### src/design/etm_pkg.sv
// Shared types, constants and tables for the Euler transform matrix block.
`timescale 1ns / 1ps

package etm_pkg;

  localparam int CORDIC_STEPS = 16;
  localparam int FRAC_BITS = 16;

  localparam int ATAN_LEN = 24;
  localparam int CORDIC_ITERS = (CORDIC_STEPS > ATAN_LEN) ? ATAN_LEN : CORDIC_STEPS;
  localparam int DIV_STEPS = 2 * FRAC_BITS + 1;
  localparam int RUN_LEN = (CORDIC_ITERS > DIV_STEPS) ? CORDIC_ITERS : DIV_STEPS;
  localparam int CNT_W = $clog2(RUN_LEN + 1);

  localparam int TRIG_W = 34;
  localparam int RED_W = 36;

  localparam logic signed [RED_W-1:0] PI_Q30 = 36'sd3373259426;
  localparam logic signed [RED_W-1:0] TWO_PI_Q30 = 36'sd6746518852;
  localparam logic signed [RED_W-1:0] HALF_PI_Q30 = 36'sd1686629713;
  localparam logic signed [TRIG_W-1:0] GAIN_Q30 = 34'sd652032874;

  typedef struct packed {
    logic                     command;
    logic signed [TRIG_W-1:0] ang_x;
    logic signed [TRIG_W-1:0] ang_y;
    logic signed [TRIG_W-1:0] ang_z;
    logic                     flip_x;
    logic                     flip_y;
    logic                     flip_z;
    logic signed [31:0]       scale_x;
    logic signed [31:0]       scale_y;
    logic signed [31:0]       scale_z;
    logic signed [31:0]       shift_x;
    logic signed [31:0]       shift_y;
    logic signed [31:0]       shift_z;
  } work_t;

  typedef enum logic [1:0] {
    ST_IDLE,
    ST_RUN,
    ST_MUL,
    ST_EMIT
  } back_state_t;

  typedef enum logic [4:0] {
    OP_S1S2,
    OP_C1S2,
    OP_C3S1,
    OP_C1C3,
    OP_C2S3,
    OP_C2C3,
    OP_C2S1,
    OP_C1C2,
    OP_S1S3,
    OP_C1S3,
    OP_S1S2S3,
    OP_C1S2S3,
    OP_C3S1S2,
    OP_C1C3S2,
    OP_E00,
    OP_E01,
    OP_E02,
    OP_E10,
    OP_E11,
    OP_E12,
    OP_E20,
    OP_E21,
    OP_E22
  } mul_op_t;

  // Truncated Q30 arctangent of 2^-i.
  function automatic logic signed [TRIG_W-1:0] atan_q30(input logic [4:0] i);
    logic signed [TRIG_W-1:0] v;
    case (i)
      5'd0:    v = 34'sh3243F6A8;
      5'd1:    v = 34'sh1DAC6705;
      5'd2:    v = 34'sh0FADBAFC;
      5'd3:    v = 34'sh07F56EA6;
      5'd4:    v = 34'sh03FEAB76;
      5'd5:    v = 34'sh01FFD55B;
      5'd6:    v = 34'sh00FFFAAA;
      5'd7:    v = 34'sh007FFF55;
      5'd8:    v = 34'sh003FFFEA;
      5'd9:    v = 34'sh001FFFFD;
      5'd10:   v = 34'sh000FFFFF;
      5'd11:   v = 34'sh0007FFFF;
      5'd12:   v = 34'sh0003FFFF;
      5'd13:   v = 34'sh0001FFFF;
      5'd14:   v = 34'sh0000FFFF;
      5'd15:   v = 34'sh00007FFF;
      5'd16:   v = 34'sh00003FFF;
      5'd17:   v = 34'sh00001FFF;
      5'd18:   v = 34'sh00000FFF;
      5'd19:   v = 34'sh000007FF;
      5'd20:   v = 34'sh000003FF;
      5'd21:   v = 34'sh000001FF;
      5'd22:   v = 34'sh000000FF;
      5'd23:   v = 34'sh0000007F;
      default: v = '0;
    endcase
    return v;
  endfunction

endpackage

### src/design/etm_queue.sv
// Two-entry queue between the front end and the matrix engine.
`timescale 1ns / 1ps

module etm_queue (
  input  logic           clk,
  input  logic           rst,
  input  logic           push,
  input  etm_pkg::work_t push_data,
  output logic           full,
  input  logic           pop,
  output etm_pkg::work_t pop_data,
  output logic           empty
);
  import etm_pkg::*;

  work_t      slot [2];
  logic       wr_ptr;
  logic       rd_ptr;
  logic [1:0] count;

  assign full = (count == 2'd2);
  assign empty = (count == 2'd0);
  assign pop_data = slot[rd_ptr];

  always_ff @(posedge clk) begin
    if (push) slot[wr_ptr] <= push_data;
  end

  always_ff @(posedge clk) begin
    if (rst) begin
      wr_ptr <= 1'b0;
      rd_ptr <= 1'b0;
      count <= 2'd0;
    end else begin
      if (push) wr_ptr <= ~wr_ptr;
      if (pop) rd_ptr <= ~rd_ptr;
      case ({push, pop})
        2'b10:   count <= count + 2'd1;
        2'b01:   count <= count - 2'd1;
        default: count <= count;
      endcase
    end
  end

endmodule

### config.mk
export PLATFORM = sky130hd
export DESIGN_NAME = etm_queue
export DESIGN_NICKNAME = d
export VERILOG_FILES = /design/src/design/etm_pkg.sv /design/src/design/etm_queue.sv
export SDC_FILE = /design/constraint.sdc
export NUM_CORES = 1
export LEC_CHECK = 0
export BUFFER_PORTS_ARGS = -buffer_cell sky130_fd_sc_hd__buf_2
export CORE_AREA = 2 2 231 233
export CTS_CLUSTER_SIZE = 16
export DETAILED_ROUTE_END_ITERATION = 6
export DIE_AREA = 0 0 233 235
export PLACE_DENSITY = 0.8
export SLEW_MARGIN = 0
export SYNTH_ARGS = -nofsm -noshare
export SYNTH_HDL_FRONTEND = slang
export SYNTH_SLANG_ARGS = --single-unit
### constraint.sdc
create_clock -name clk -period 44.4 [get_ports clk]
set_input_delay 6.66 -clock clk [delete_from_list [all_inputs] [get_ports clk]]
set_output_delay 6.66 -clock clk [all_outputs]
set_load 0.01 [all_outputs]
==> metrics.md <==
| Metric | Value |
|---|---|
| Share of cells above drive strength 1 | 60.6% |
| Max-Cap Viols | 0 |
| Clock slew at reported path FFs | 0.06 ns |
| Nets@finish | 1,889 |
| Final Instance Area | 0.0279 sq mm |
| Die span in x | 233 um |
| Final period demand of the worst path | 10.50 ns |
| Worst path required time | 37.74 ns |
| # DRC | 0 |
| # rows | 84 |
| I/O pins | 602 |
| Hold Fails Final Rpt | 0 |
| Met3 GRT Util | 5.29% |
| Placed cell areas | 0.0262 sq mm |
| TNS Setup | 0 ns |
| Switch Pwr | 281 uW |
| Worst Tran Pin Value | 1.33 ns |
| Global-route wire length before repair | 69.1 mm |
| Cells resized by post-CTS repair | 0 |
| Sw Share | 22.0% |
| Met2 Resource Use GR | 29.4% |
| Post-CTS Setup Inserts | 0 |
| Vias per cell | 4.83 |
| Reg2Reg Launch Point | wr_ptr |
| Gate power share | 11.8% |
| Reg power frac | 52.9% |
| Core area | 0.0522 sq mm |
| Post-Syn Nets | 1,252 |
| Filler cells | 3,995 |
| DR pass1 iterations | 5 |
| Synthesized area per cell | 23.8 sq um |
| TritonCTS buffer count | 56 |
| Avg WL per Cell | 20.4 um |
| FF-to-FF path depth | 3 |
| Endpoint class of the critical path | output pin |
| Layout Skew | 0.00988 ns |
| RSZ-0062 raised after global routing | false |
| H-tree depth | 2 |
| Final setup viols | 0 |
| #FFs+latches synth | 601 |
| Worst vdd ir | 0.0484 mV |
| Internal power | 994 uW |
| Commonest non-fill, non-tap cell in the layout | buf_2 |
| Later-pin clock latency in the skew report | 0.57 ns |
| GPL Wtd Cong | 0.896 |
| Synth Cell Area | 0.0225 sq mm |
| Initial antenna violation count | 13 |
| Bufs on Longest Clock Path | 3 |
| Arrival @ worst endpoint | 3.84 ns |
| Number of global-route vias before repair | 12,000 |
| Largest net degree at the start of global routing | 148 |
| Multi-input combinational cell area | 0.00422 sq mm |
| Grt total ovfl | 0 |
| HP Class | flop to flop |
| Post-DRT Antenna Nets | 0 |
| Status | finished, final reports clean |
| Vias | 11,300 |
| Clock power frac | 35.3% |
| Crit share post-route | 23.7% |
| Worst-path maximum fanout | 55 |
| Die Ht | 235 um |
| FF+latch area | 0.0180 sq mm |
| HPWL Detailed | 33.2 mm |
| Clock sinks | 601 |
| CTS Hold Bufs | 0 |
| Min-delay src | count[1] |
| Number of port buffers | 601 |
| Design Power | 1270 uW |
| Initial Util | 43.1% |
| Die ar. | 0.0548 sq mm |
| Syn Inst Count | 949 |
| Yosys warning count | 0 |
| Commonest non-fill, non-tap cells in the layout | buf_2 (601), edfxtp_1 (596), mux2_4 (201) |
| Top Usage Layer GRT | met2 |
| DRT iter0 DRCs | 585 |
| Final Max Tran Viols | 0 |
| WS Path Type | flop to output pin |
| Pleak | 0.0108 uW |
| Startpoint Class | flop |
| Met1 Use GR | 18.9% |
| Rel. slew slack | 11.7% |
| Clock Root Buffer | clkbuf_16 |
| WL final | 47.5 mm |
| Pwr dens | 45.6 mW/mm^2 |
| CTS tree | built |
| Share of the yosys chip area belonging to registers | 79.8% |
| Unique cell type count in the Yosys netlist | 16 |
| Max Clk Rate | 95.2 MHz |
| Syn-to-layout area delta | 24.0% |
| WHS Path Cells | 2 |
| Global-route usage over all layers | 16.6% |
-- synthesized netlist by cell type --
library cell,count,area (sq um)
xor2_1,1,8.76
and2_1,1,6.26
nor2_1,6,22.5
inv_1,1,3.75
edfxtp_1,596,17900
or3_1,1,6.26
ha_1,1,12.5
buf_6,26,293
buf_2,7,35.0
and2b_1,1,7.51
mux2_4,201,3020
a21oi_1,1,5.00
mux2_2,97,1090
dfxtp_1,5,100
xnor2_1,3,26.3
o21ai_0,1,5.00
-- kinds of logic (layout without fill, tap and decap cells) --
family          after synthesis  after routing  synth area share [%]
compound gates                2              2                0.0444
xor+xnor                      4              4                 0.155
fa+ha+maj                     1              1                0.0555
buf+inv                      34            716                  1.47
flops                       601            601                  79.8
mux                         298            298                  18.2
other cells                   0             10                     0
simple gates                  9              9                 0.189
-- state kept, by name, summed over array words and instances (netlist names), named ones only --
register / count
slot: 596
count: 2
wr_ptr: 1
rd_ptr: 1
-- power groups by stage --
| stage | Clock [uW] | Combinational (uW) | Sequential [uW] |
|---|---|---|---|
| 3_3_place_gp | 0 | 148 | 685 |
| 4_1_cts | 461 | 152 | 675 |
| 3_5_place_dp | 0 | 151 | 687 |
| 2_1_floorplan | 0 | 93.1 | 694 |
| 5_1_grt | 481 | 160 | 677 |
| 6_report | 450 | 150 | 675 |
-- worst max-delay path, cell delays in order (launching register included) --
cell	delay (ns)
dfxtp_4	0.90
buf_4	0.91
buf_4	0.81
mux2_4	0.36
buf_2	0.14
-- path summary, 6_finish.rpt --
kind              slack, ns             to
setup reg to reg      41.23   slot[0][160]
hold reg to reg        0.52       count[1]
setup / recovery      33.90  pop_data[141]
hold / removal         0.52       count[1]
-- routing by layer --
metal	vias up	routed length [um]
met1	5590	17500
met5	-	57
met2	479	24600
met4	8	1280
li1	5082	-
met3	92	4050
-- area by class of cell --
type	count	area share, %
sequential	601	64.4
multi-input combinational	314	15.1
timing repair buffer	612	11.1
clock buffer	67	5.24
tap	688	3.08
clock inverter	36	0.963
antenna	10	0.0895
inverter	1	0.0134
-- stage by stage --
stage | utilization (%) | hold WS, ns | setup WS, ns | cells
3_3_place_gp | 50.1 | 0.480 | 34.59 | 2216
3_5_place_dp | 50.1 | 0.492 | 34.50 | 2216
4_1_cts | 53.5 | 0.523 | 33.84 | 2319
5_1_grt | 53.5 | 0.551 | 33.70 | 2327
6_report | 53.5 | 0.517 | 33.90 | 2329
2_1_floorplan | - | 0.462 | 24.24 | 949
Note: power is estimated with default switching activity, not from simulation.
