File: src/design/etm_pkg.sv
// Shared types, constants and tables for the Euler transform matrix block.
`timescale 1ns / 1ps

package etm_pkg;

  localparam int CORDIC_STEPS = 16;
  localparam int FRAC_BITS = 16;

  localparam int ATAN_LEN = 24;
  localparam int CORDIC_ITERS = (CORDIC_STEPS > ATAN_LEN) ? ATAN_LEN : CORDIC_STEPS;
  localparam int DIV_STEPS = 2 * FRAC_BITS + 1;
  localparam int RUN_LEN = (CORDIC_ITERS > DIV_STEPS) ? CORDIC_ITERS : DIV_STEPS;
  localparam int CNT_W = $clog2(RUN_LEN + 1);

  localparam int TRIG_W = 34;
  localparam int RED_W = 36;

  localparam logic signed [RED_W-1:0] PI_Q30 = 36'sd3373259426;
  localparam logic signed [RED_W-1:0] TWO_PI_Q30 = 36'sd6746518852;
  localparam logic signed [RED_W-1:0] HALF_PI_Q30 = 36'sd1686629713;
  localparam logic signed [TRIG_W-1:0] GAIN_Q30 = 34'sd652032874;

  typedef struct packed {
    logic                     command;
    logic signed [TRIG_W-1:0] ang_x;
    logic signed [TRIG_W-1:0] ang_y;
    logic signed [TRIG_W-1:0] ang_z;
    logic                     flip_x;
    logic                     flip_y;
    logic                     flip_z;
    logic signed [31:0]       scale_x;
    logic signed [31:0]       scale_y;
    logic signed [31:0]       scale_z;
    logic signed [31:0]       shift_x;
    logic signed [31:0]       shift_y;
    logic signed [31:0]       shift_z;
  } work_t;

  typedef enum logic [1:0] {
    ST_IDLE,
    ST_RUN,
    ST_MUL,
    ST_EMIT
  } back_state_t;

  typedef enum logic [4:0] {
    OP_S1S2,
    OP_C1S2,
    OP_C3S1,
    OP_C1C3,
    OP_C2S3,
    OP_C2C3,
    OP_C2S1,
    OP_C1C2,
    OP_S1S3,
    OP_C1S3,
    OP_S1S2S3,
    OP_C1S2S3,
    OP_C3S1S2,
    OP_C1C3S2,
    OP_E00,
    OP_E01,
    OP_E02,
    OP_E10,
    OP_E11,
    OP_E12,
    OP_E20,
    OP_E21,
    OP_E22
  } mul_op_t;

  // Truncated Q30 arctangent of 2^-i.
  function automatic logic signed [TRIG_W-1:0] atan_q30(input logic [4:0] i);
    logic signed [TRIG_W-1:0] v;
    case (i)
      5'd0:    v = 34'sh3243F6A8;
      5'd1:    v = 34'sh1DAC6705;
      5'd2:    v = 34'sh0FADBAFC;
      5'd3:    v = 34'sh07F56EA6;
      5'd4:    v = 34'sh03FEAB76;
      5'd5:    v = 34'sh01FFD55B;
      5'd6:    v = 34'sh00FFFAAA;
      5'd7:    v = 34'sh007FFF55;
      5'd8:    v = 34'sh003FFFEA;
      5'd9:    v = 34'sh001FFFFD;
      5'd10:   v = 34'sh000FFFFF;
      5'd11:   v = 34'sh0007FFFF;
      5'd12:   v = 34'sh0003FFFF;
      5'd13:   v = 34'sh0001FFFF;
      5'd14:   v = 34'sh0000FFFF;
      5'd15:   v = 34'sh00007FFF;
      5'd16:   v = 34'sh00003FFF;
      5'd17:   v = 34'sh00001FFF;
      5'd18:   v = 34'sh00000FFF;
      5'd19:   v = 34'sh000007FF;
      5'd20:   v = 34'sh000003FF;
      5'd21:   v = 34'sh000001FF;
      5'd22:   v = 34'sh000000FF;
      5'd23:   v = 34'sh0000007F;
      default: v = '0;
    endcase
    return v;
  endfunction

endpackage

File: src/design/etm_front.sv
// Front end: accepts input words and range-reduces the three angles.
`timescale 1ns / 1ps

module etm_front (
  input  logic                in_valid,
  output logic                in_stall,
  input  logic                command,
  input  logic signed [15:0]  angle_x,
  input  logic signed [15:0]  angle_y,
  input  logic signed [15:0]  angle_z,
  input  logic signed [31:0]  scale_x,
  input  logic signed [31:0]  scale_y,
  input  logic signed [31:0]  scale_z,
  input  logic signed [31:0]  shift_x,
  input  logic signed [31:0]  shift_y,
  input  logic signed [31:0]  shift_z,
  input  logic                full,
  output logic                push,
  output etm_pkg::work_t      push_data
);
  import etm_pkg::*;

  // Q4.12 -> Q30, fold into [-pi/2, pi/2]; returns {flip, angle}.
  function automatic logic [TRIG_W:0] reduce(input logic signed [15:0] ang);
    logic signed [RED_W-1:0] a;
    logic                    flip;
    a = {{2{ang[15]}}, ang, 18'b0};
    flip = 1'b0;
    if (a > PI_Q30) a = a - TWO_PI_Q30;
    if (a < -PI_Q30) a = a + TWO_PI_Q30;
    if (a > HALF_PI_Q30) begin
      a = a - PI_Q30;
      flip = 1'b1;
    end else if (a < -HALF_PI_Q30) begin
      a = a + PI_Q30;
      flip = 1'b1;
    end
    return {flip, a[TRIG_W-1:0]};
  endfunction

  logic [TRIG_W:0] red_x, red_y, red_z;

  assign red_x = reduce(angle_x);
  assign red_y = reduce(angle_y);
  assign red_z = reduce(angle_z);

  assign in_stall = full;
  assign push = in_valid && !full;

  always_comb begin
    push_data.command = command;
    push_data.ang_x = red_x[TRIG_W-1:0];
    push_data.ang_y = red_y[TRIG_W-1:0];
    push_data.ang_z = red_z[TRIG_W-1:0];
    push_data.flip_x = red_x[TRIG_W];
    push_data.flip_y = red_y[TRIG_W];
    push_data.flip_z = red_z[TRIG_W];
    push_data.scale_x = scale_x;
    push_data.scale_y = scale_y;
    push_data.scale_z = scale_z;
    push_data.shift_x = shift_x;
    push_data.shift_y = shift_y;
    push_data.shift_z = shift_z;
  end

endmodule

File: config.mk
export PLATFORM = sky130hd
export DESIGN_NAME = etm_front
export DESIGN_NICKNAME = d
export VERILOG_FILES = /design/src/design/etm_pkg.sv /design/src/design/etm_front.sv
export SDC_FILE = /design/constraint.sdc
export NUM_CORES = 1
export LEC_CHECK = 0
export ABC_AREA = 1
export BUFFER_PORTS_ARGS = -buffer_cell sky130_fd_sc_hd__buf_2
export CELL_PAD_IN_SITES_DETAIL_PLACEMENT = 0
export CELL_PAD_IN_SITES_GLOBAL_PLACEMENT = 1
export CORE_AREA = 2 2 214 216
export DETAILED_ROUTE_END_ITERATION = 7
export DIE_AREA = 0 0 216 218
export PLACE_DENSITY_LB_ADDON = 0.1
export SLEW_MARGIN = 25
export SYNTH_ARGS = -nofsm -noshare
export SYNTH_HDL_FRONTEND = slang
export SYNTH_SLANG_ARGS = --single-unit
File: constraint.sdc
create_clock -name vclk -period 5.7
set_clock_uncertainty 0.05 [all_clocks]
set_input_delay 0.855 -clock vclk [all_inputs]
set_output_delay 0.855 -clock vclk [all_outputs]
set_load 0.01 [all_outputs]
==> results.sh, run 1 <==
export IMPL_status="finished clean"
export IMPL_fmax_mhz=188
export IMPL_antenna_found_initial=0
export IMPL_tightestPinTransition_ns=0.498
export IMPL_worstSetupStartpointType="input pin"
export IMPL_synth_top_cell_area_share_pct=30.7
export IMPL_yosysUniqueCellTypes=46
export IMPL_holdPathEnd="push_data[103]"
export IMPL_layout_commonest_cell="nand2_1"
export IMPL_synth_area_leader_cell="nand2_1"
export IMPL_crit_top_cell="nand2_1"
export IMPL_syn2layout_area_growth_pct=5.74
export IMPL_synth_compound_area_share_pct=6.11
export IMPL_critical_path_max_stage_delay_ns=0.24
export IMPL_first_global_vias=12600
export IMPL_drtAntennaViolNets=0
export IMPL_post_route_drc_count=0
export IMPL_seq_cell_count=0
export IMPL_portBuffers=154
export IMPL_hpwl_mm=36.6
export IMPL_hold_viol_final=0
export IMPL_initial_utilization_pct=24.8
export IMPL_synthAdderAreaFrac_pct=3.71
export IMPL_seq_area_frac_synth_pct=0
export IMPL_multi_input_area_um2=8510
export IMPL_irDropWorstVdd_v=0.000143
export IMPL_drv_cap=0
export IMPL_setup_viol=0
export IMPL_cp_num_buf_inv=7
export IMPL_seq_area_um2=0
export IMPL_viasPerCell=4.59
export IMPL_final_cell_mix="898 x nand2_1, 239 x nand3_1, 208 x inv_1, 188 x nor2_1, 154 x buf_2"
export IMPL_cp_slowest_cell="ha_1"
export IMPL_cp_end_kind="output pin"
export IMPL_die_w_um=216
export IMPL_critical_path_top_delay_family="simple AND/OR/NAND/NOR gates"
export IMPL_relSlewSlack_pct=66.4
export IMPL_n_clock_buffer=0
export IMPL_crit_required_ns=4.80
export IMPL_track_usage_pct=17.6
export IMPL_hp_start="scale_z[7]"
export IMPL_io_pins=543
export IMPL_min_path_cells=0
export IMPL_fillers=5377
export IMPL_min_period_ns=5.33
export IMPL_fin_crit_sh_pct=93.5
export IMPL_worstPathArrival_ns=4.42
export IMPL_dr_pass1_iters=5
export IMPL_grt_pass1_wl_mm=68.2
export IMPL_dieHeight_um=218
export IMPL_vias=13000
export IMPL_drive_above_1_share_pct=19.6
export IMPL_dieArea_um2=47100
export IMPL_fin_nets=2503
export IMPL_core_um2=44900
export IMPL_p_leak_nw=6.65
export IMPL_yosys_top_cells_area="nand2_1 31%, buf_4 15%, nand3_1 11%, inv_1 7.1%, nor2_1 6.7%"
export IMPL_grt_start_max_net_pins=24
export IMPL_routedWlPerCell_um=15.2
export IMPL_hold_path_class="in2out"
export IMPL_utilization_pct=26.2
export IMPL_row_count=78
export IMPL_place_gp_congestion=0.862
export IMPL_place_area_um2=11400
export IMPL_syn_inst=2230
export IMPL_drv_slew=0
export IMPL_n_antenna_cell=0
export IMPL_drt_wl_total_mm=42.9
export IMPL_stdcell_area_um2=11800
export IMPL_synth_xor_area_share_pct=4.56
export IMPL_yosys_warnings=0
export IMPL_ctsHoldBuffers=0
export IMPL_crit_type="in2out"
export IMPL_syn_area_um2=11100
export IMPL_cp_max_fo=21
export IMPL_dr_first_iter_drc_count=699
export IMPL_power_density_nw_per_um2=223
export IMPL_avgSynthCellArea_um2=4.99
export IMPL_synthMuxAreaShare_pct=0
export IMPL_rsz0062_at_grt="yes"
export IMPL_overflow=0
export IMPL_synth_top_family_by_area="simple AND/OR/NAND/NOR gates"
export IMPL_synthSimpleGateAreaFrac_pct=59.4
[synth_stat cells, types with 4 or more instances]
library cell and count:
a21oi_1 24, a31oi_1 5, buf_2 5, buf_4 228, buf_6 20, clkbuf_1 6, clkinv_1 9, ha_1 33
inv_1 210, inv_2 24, nand2_1 912, nand2_2 50, nand2_4 10, nand3_1 246, nand3_2 6, nand3b_1 7
nand4_1 50, nor2_1 198, nor2_2 16, nor2_4 5, nor3_1 15, o21ai_0 32, o21ai_1 18, o21ai_2 4
o21ai_4 4, o31ai_1 5, xnor2_1 9, xor2_1 49
[final cells by class]
| type | count | area share (%) |
|---|---|---|
| inverter | 246 | 8.07 |
| multi-input combinational | 1727 | 72.3 |
| tap | 600 | 6.38 |
| timing repair buffer | 252 | 13.3 |
[logic make-up (layout without fill, tap and decap cells)]
logic type | Yosys count | in the layout
AND/OR/NAND/NOR | 1526 | 1527
buffers and inverters | 506 | 498
adder cells (fa/ha/maj) | 33 | 33
other | 1 | 3
XOR/XNOR | 58 | 58
AO/OA/AOI/OAI | 106 | 106
[what timing repair did]
| action | CTS | global route |
|---|---|---|
| gates resized for setup | 1 | 80 |
| setup buffers | 0 | 9 |
| gates cloned | 0 | 1 |
| pin swaps | 0 | 5 |
| endpoints found under the setup margin | 2 | 97 |
[worst max path at each step]
stage           startpoint             end  slack, ns  depth (start not counted)
2_1_floorplan   angle_z[9]  push_data[204]       0.63                         32
3_3_place_gp    angle_x[3]  push_data[267]      -0.13                         27
3_5_place_dp    angle_x[3]  push_data[266]      -0.03                         27
4_1_cts         angle_x[3]  push_data[273]       0.05                         25
5_1_grt        angle_z[15]  push_data[227]      -0.02                         28
6_report       angle_y[11]  push_data[231]       0.37                         27
[power breakdown]
| part | leakage (nW) | switching [mW] | internal, mW |
|---|---|---|---|
| clock | 0 | 0 | 0 |
| sequential | 0 | 0 | 0 |
| combinational | 6.65 | 1.72 | 0.908 |
[through the flow]
step	hold WS, ns	worst slack, ns	setup TNS [ns]	instances	power (mW)
after global routing	1.66	-0.0229	-0.0800	2825	2.96
after floorplan	1.71	0.626	0	2232	1.89
after CTS	1.66	0.0492	0	2815	2.59
final	1.66	0.372	0	2825	2.63
after detailed placement	1.66	-0.0275	-0.0535	2815	2.58
after global placement	1.66	-0.130	-0.259	2815	2.61
[metal layers]
metal	up-vias	routed length [um]	track usage, %
met1	5780	19300	22.5
met3	80	2030	1.94
met5	-	31	0.417
met2	344	20600	31.4
li1	6761	-	-
met4	2	998	3.88
Power figures use the tool's default switching activity.
==> run 2: changes to the inputs <==
--- a/config.mk
+++ b/config.mk
@@ -5,13 +5,12 @@
 export SDC_FILE = /design/constraint.sdc
 export NUM_CORES = 1
 export LEC_CHECK = 0
-export ABC_AREA = 1
 export BUFFER_PORTS_ARGS = -buffer_cell sky130_fd_sc_hd__buf_2
 export CELL_PAD_IN_SITES_DETAIL_PLACEMENT = 0
 export CELL_PAD_IN_SITES_GLOBAL_PLACEMENT = 1
-export CORE_AREA = 2 2 214 216
+export CORE_AREA = 2 2 212 214
 export DETAILED_ROUTE_END_ITERATION = 7
-export DIE_AREA = 0 0 216 218
+export DIE_AREA = 0 0 214 216
 export PLACE_DENSITY_LB_ADDON = 0.1
 export SLEW_MARGIN = 25
 export SYNTH_ARGS = -nofsm -noshare
==> run 2 against run 1 <==
Against the previous run:
- the flow now finishes with violations (negative setup slack)
- design area grew 29%
- combinational power grew 19%
- count of clock-buffer cells in the layout is the same
- first-iteration DRC count shrank 41%
- power grew 19%
==> results.sh, run 2 <==
export IMPL_status="complete, but fails checks"
export IMPL_failed_checks="negative setup slack"
export IMPL_dieHeight_um=216
export IMPL_yosysUniqueCellTypes=103
export IMPL_overflow=0
export IMPL_fmax_mhz=166
export IMPL_irDropWorstVdd_v=0.0000951
export IMPL_critical_path_top_delay_family="compound AO/OA/AOI/OAI gates"
export IMPL_dr_pass1_iters=5
export IMPL_drt_wl_total_mm=43.3
export IMPL_syn2layout_area_growth_pct=61.1
export IMPL_worstSetupStartpointType="input pin"
export IMPL_synth_top_cell_area_share_pct=17.5
export IMPL_min_period_ns=6.04
export IMPL_tightestPinTransition_ns=0.712
export IMPL_seq_area_um2=0
export IMPL_first_global_vias=11600
export IMPL_drv_slew=0
export IMPL_vias=11600
export IMPL_grt_start_max_net_pins=20
export IMPL_holdPathEnd="push_data[104]"
export IMPL_die_w_um=214
export IMPL_cp_cell_sequence="buf_8 -> inv_4 -> ha_4 -> or3b_4 -> a2111o_1 -> a311oi_2 -> a41oi_2 -> or3_4 -> o22ai_4 -> inv_2 -> buf_6 -> o21ai_4 -> buf_6 -> a22oi_1 -> a311o_1 -> a221oi_4 -> buf_6 -> buf_12 -> mux2i_4 -> buf_2"
export IMPL_fin_ws_ns=-0.341
export IMPL_ctsHoldBuffers=0
export IMPL_n_clock_buffer=0
export IMPL_critical_path_max_stage_delay_ns=0.43
export IMPL_antenna_found_initial=2
export IMPL_yosys_cell_count_top_type="buf_4"
export IMPL_cp_max_fo=8
export IMPL_dp_slack_ns=-0.478
export IMPL_yosys_warnings=0
export IMPL_avgSynthCellArea_um2=6.74
export IMPL_initial_utilization_pct=21.6
export IMPL_syn_inst=1402
export IMPL_syn_area_um2=9450
export IMPL_relSlewSlack_pct=52.2
export IMPL_place_gp_congestion=0.889
export IMPL_crit_required_ns=4.80
export IMPL_n_antenna_cell=0
export IMPL_cp_end_kind="output pin"
export IMPL_fin_crit_sh_pct=106
export IMPL_worstPathArrival_ns=5.14
export IMPL_layout_commonest_cell="buf_4"
export IMPL_hp_start="scale_z[8]"
export IMPL_ys_top_cells_by_count="220 x buf_4, 107 x nand2_1, 99 x nor2_1"
export IMPL_drtAntennaViolNets=0
export IMPL_row_count=77
export IMPL_hold_viol_final=0
export IMPL_power_density_nw_per_um2=205
export IMPL_final_cell_mix="437 x buf_4, 125 x buf_2, 94 x nand2_1, 89 x nor2_1, 68 x xnor2_1"
export IMPL_io_pins=543
export IMPL_portBuffers=154
export IMPL_post_route_drc_count=0
export IMPL_drive_above_1_share_pct=53.8
export IMPL_seq_cell_count=0
export IMPL_fin_nets=2041
export IMPL_cp_slowest_cell="a311o_1"
export IMPL_routedWlPerCell_um=18.4
export IMPL_synth_area_leader_cell="buf_4"
export IMPL_crit_top_cell="buf_6"
export IMPL_grt_pass1_wl_mm=66.0
export IMPL_setup_viol=49
export IMPL_crit_type="in2out"
export IMPL_timing_setup_tns_ns=-8.96
export IMPL_yosys_top_cells_area="buf_4 17%, xnor2_1 8.2%, ha_1 4.4%, nand2_1 4.2%, nor2_1 3.9%"
export IMPL_cp_num_buf_inv=8
export IMPL_rsz0062_at_grt="yes"
export IMPL_track_usage_pct=17.4
export IMPL_viasPerCell=4.91
export IMPL_dieArea_um2=46200
export IMPL_hold_path_class="in2out"
export IMPL_dr_first_iter_drc_count=412
export IMPL_min_path_cells=0
export IMPL_power_mw=3.12
export IMPL_hpwl_mm=35.5
export IMPL_seq_area_frac_synth_pct=0
export IMPL_p_leak_nw=6.41
export IMPL_drv_cap=0
export IMPL_core_um2=43800
run 2: changes by cell type in the layout (fill, tap and decap cells not counted), sizes merged, moves of 19 or more:
cell and delta:
a211oi +29, a21oi +35, a31oi +32, and2 +25, buf +401, inv -188
mux2i +24, nand2 -863, nand3 -217, nand4 -43, nor2 -121, o211ai +28
xnor2 +81, xor2 -19
run 2: area by class of cell:
class              count  area (um^2)
fillers             4711        28600
inverters             50          233
multi-input cells   1058         9070
well taps            592          741
repair buffers       655         5180
run 2: cells by family after synthesis:
family	count (synthesis)	synth area share, %
AO/OA/AOI/OAI	442	34.8
XOR/XNOR	120	11.2
multiplexers	35	3.85
buffers and inverters	346	23.1
adder cells (fa/ha/maj)	33	4.37
other	1	0.0397
AND/OR/NAND/NOR	425	22.6
run 2: what timing repair did:
item                       in CTS  in global routing
setup endpoints to repair     102                102
gates cloned                    6                  2
pin swaps                      76                104
buffers inserted               29                 35
gates resized for setup       198                184
run 2: routing by layer:
metal / track usage (%) / vias to the layer above / share of wire (%)
met5: 0.729 / - / 0.11
met4: 2.73 / 2 / 1.7
met3: 2.99 / 64 / 4.7
met2: 31.8 / 303 / 50
met1: 21.5 / 5508 / 43
li1: - / 5675 / -
run 2: worst max path at each step:
stage / from / to / cells past startpoint
global route: angle_y[4] / push_data[235] / 20
floorplan: angle_y[3] / push_data[239] / 23
finish: angle_y[4] / push_data[232] / 20
global placement: angle_y[4] / push_data[248] / 19
detailed placement: angle_y[4] / push_data[250] / 16
CTS: angle_y[4] / push_data[250] / 20
run 2: metrics by stage:
stage                     instance area (um^2)  hold slack, ns  util [%]  instances
after floorplan                           9940            1.71         -       1404
after global placement                   12700            1.66      28.9       2287
after detailed placement                 12700            1.66      28.9       2287
after CTS                                14100            1.66      32.2       2322
after global routing                     15200            1.66      34.7       2355
final                                    15200            1.66      34.7       2355
run 2: power by group:
part / leakage (nW) / internal [mW] / switching, mW
Clock: 0 / 0 / 0
Sequential: 0 / 0 / 0
Combinational: 6.41 / 1.55 / 1.57
Total: 6.41 / 1.55 / 1.57
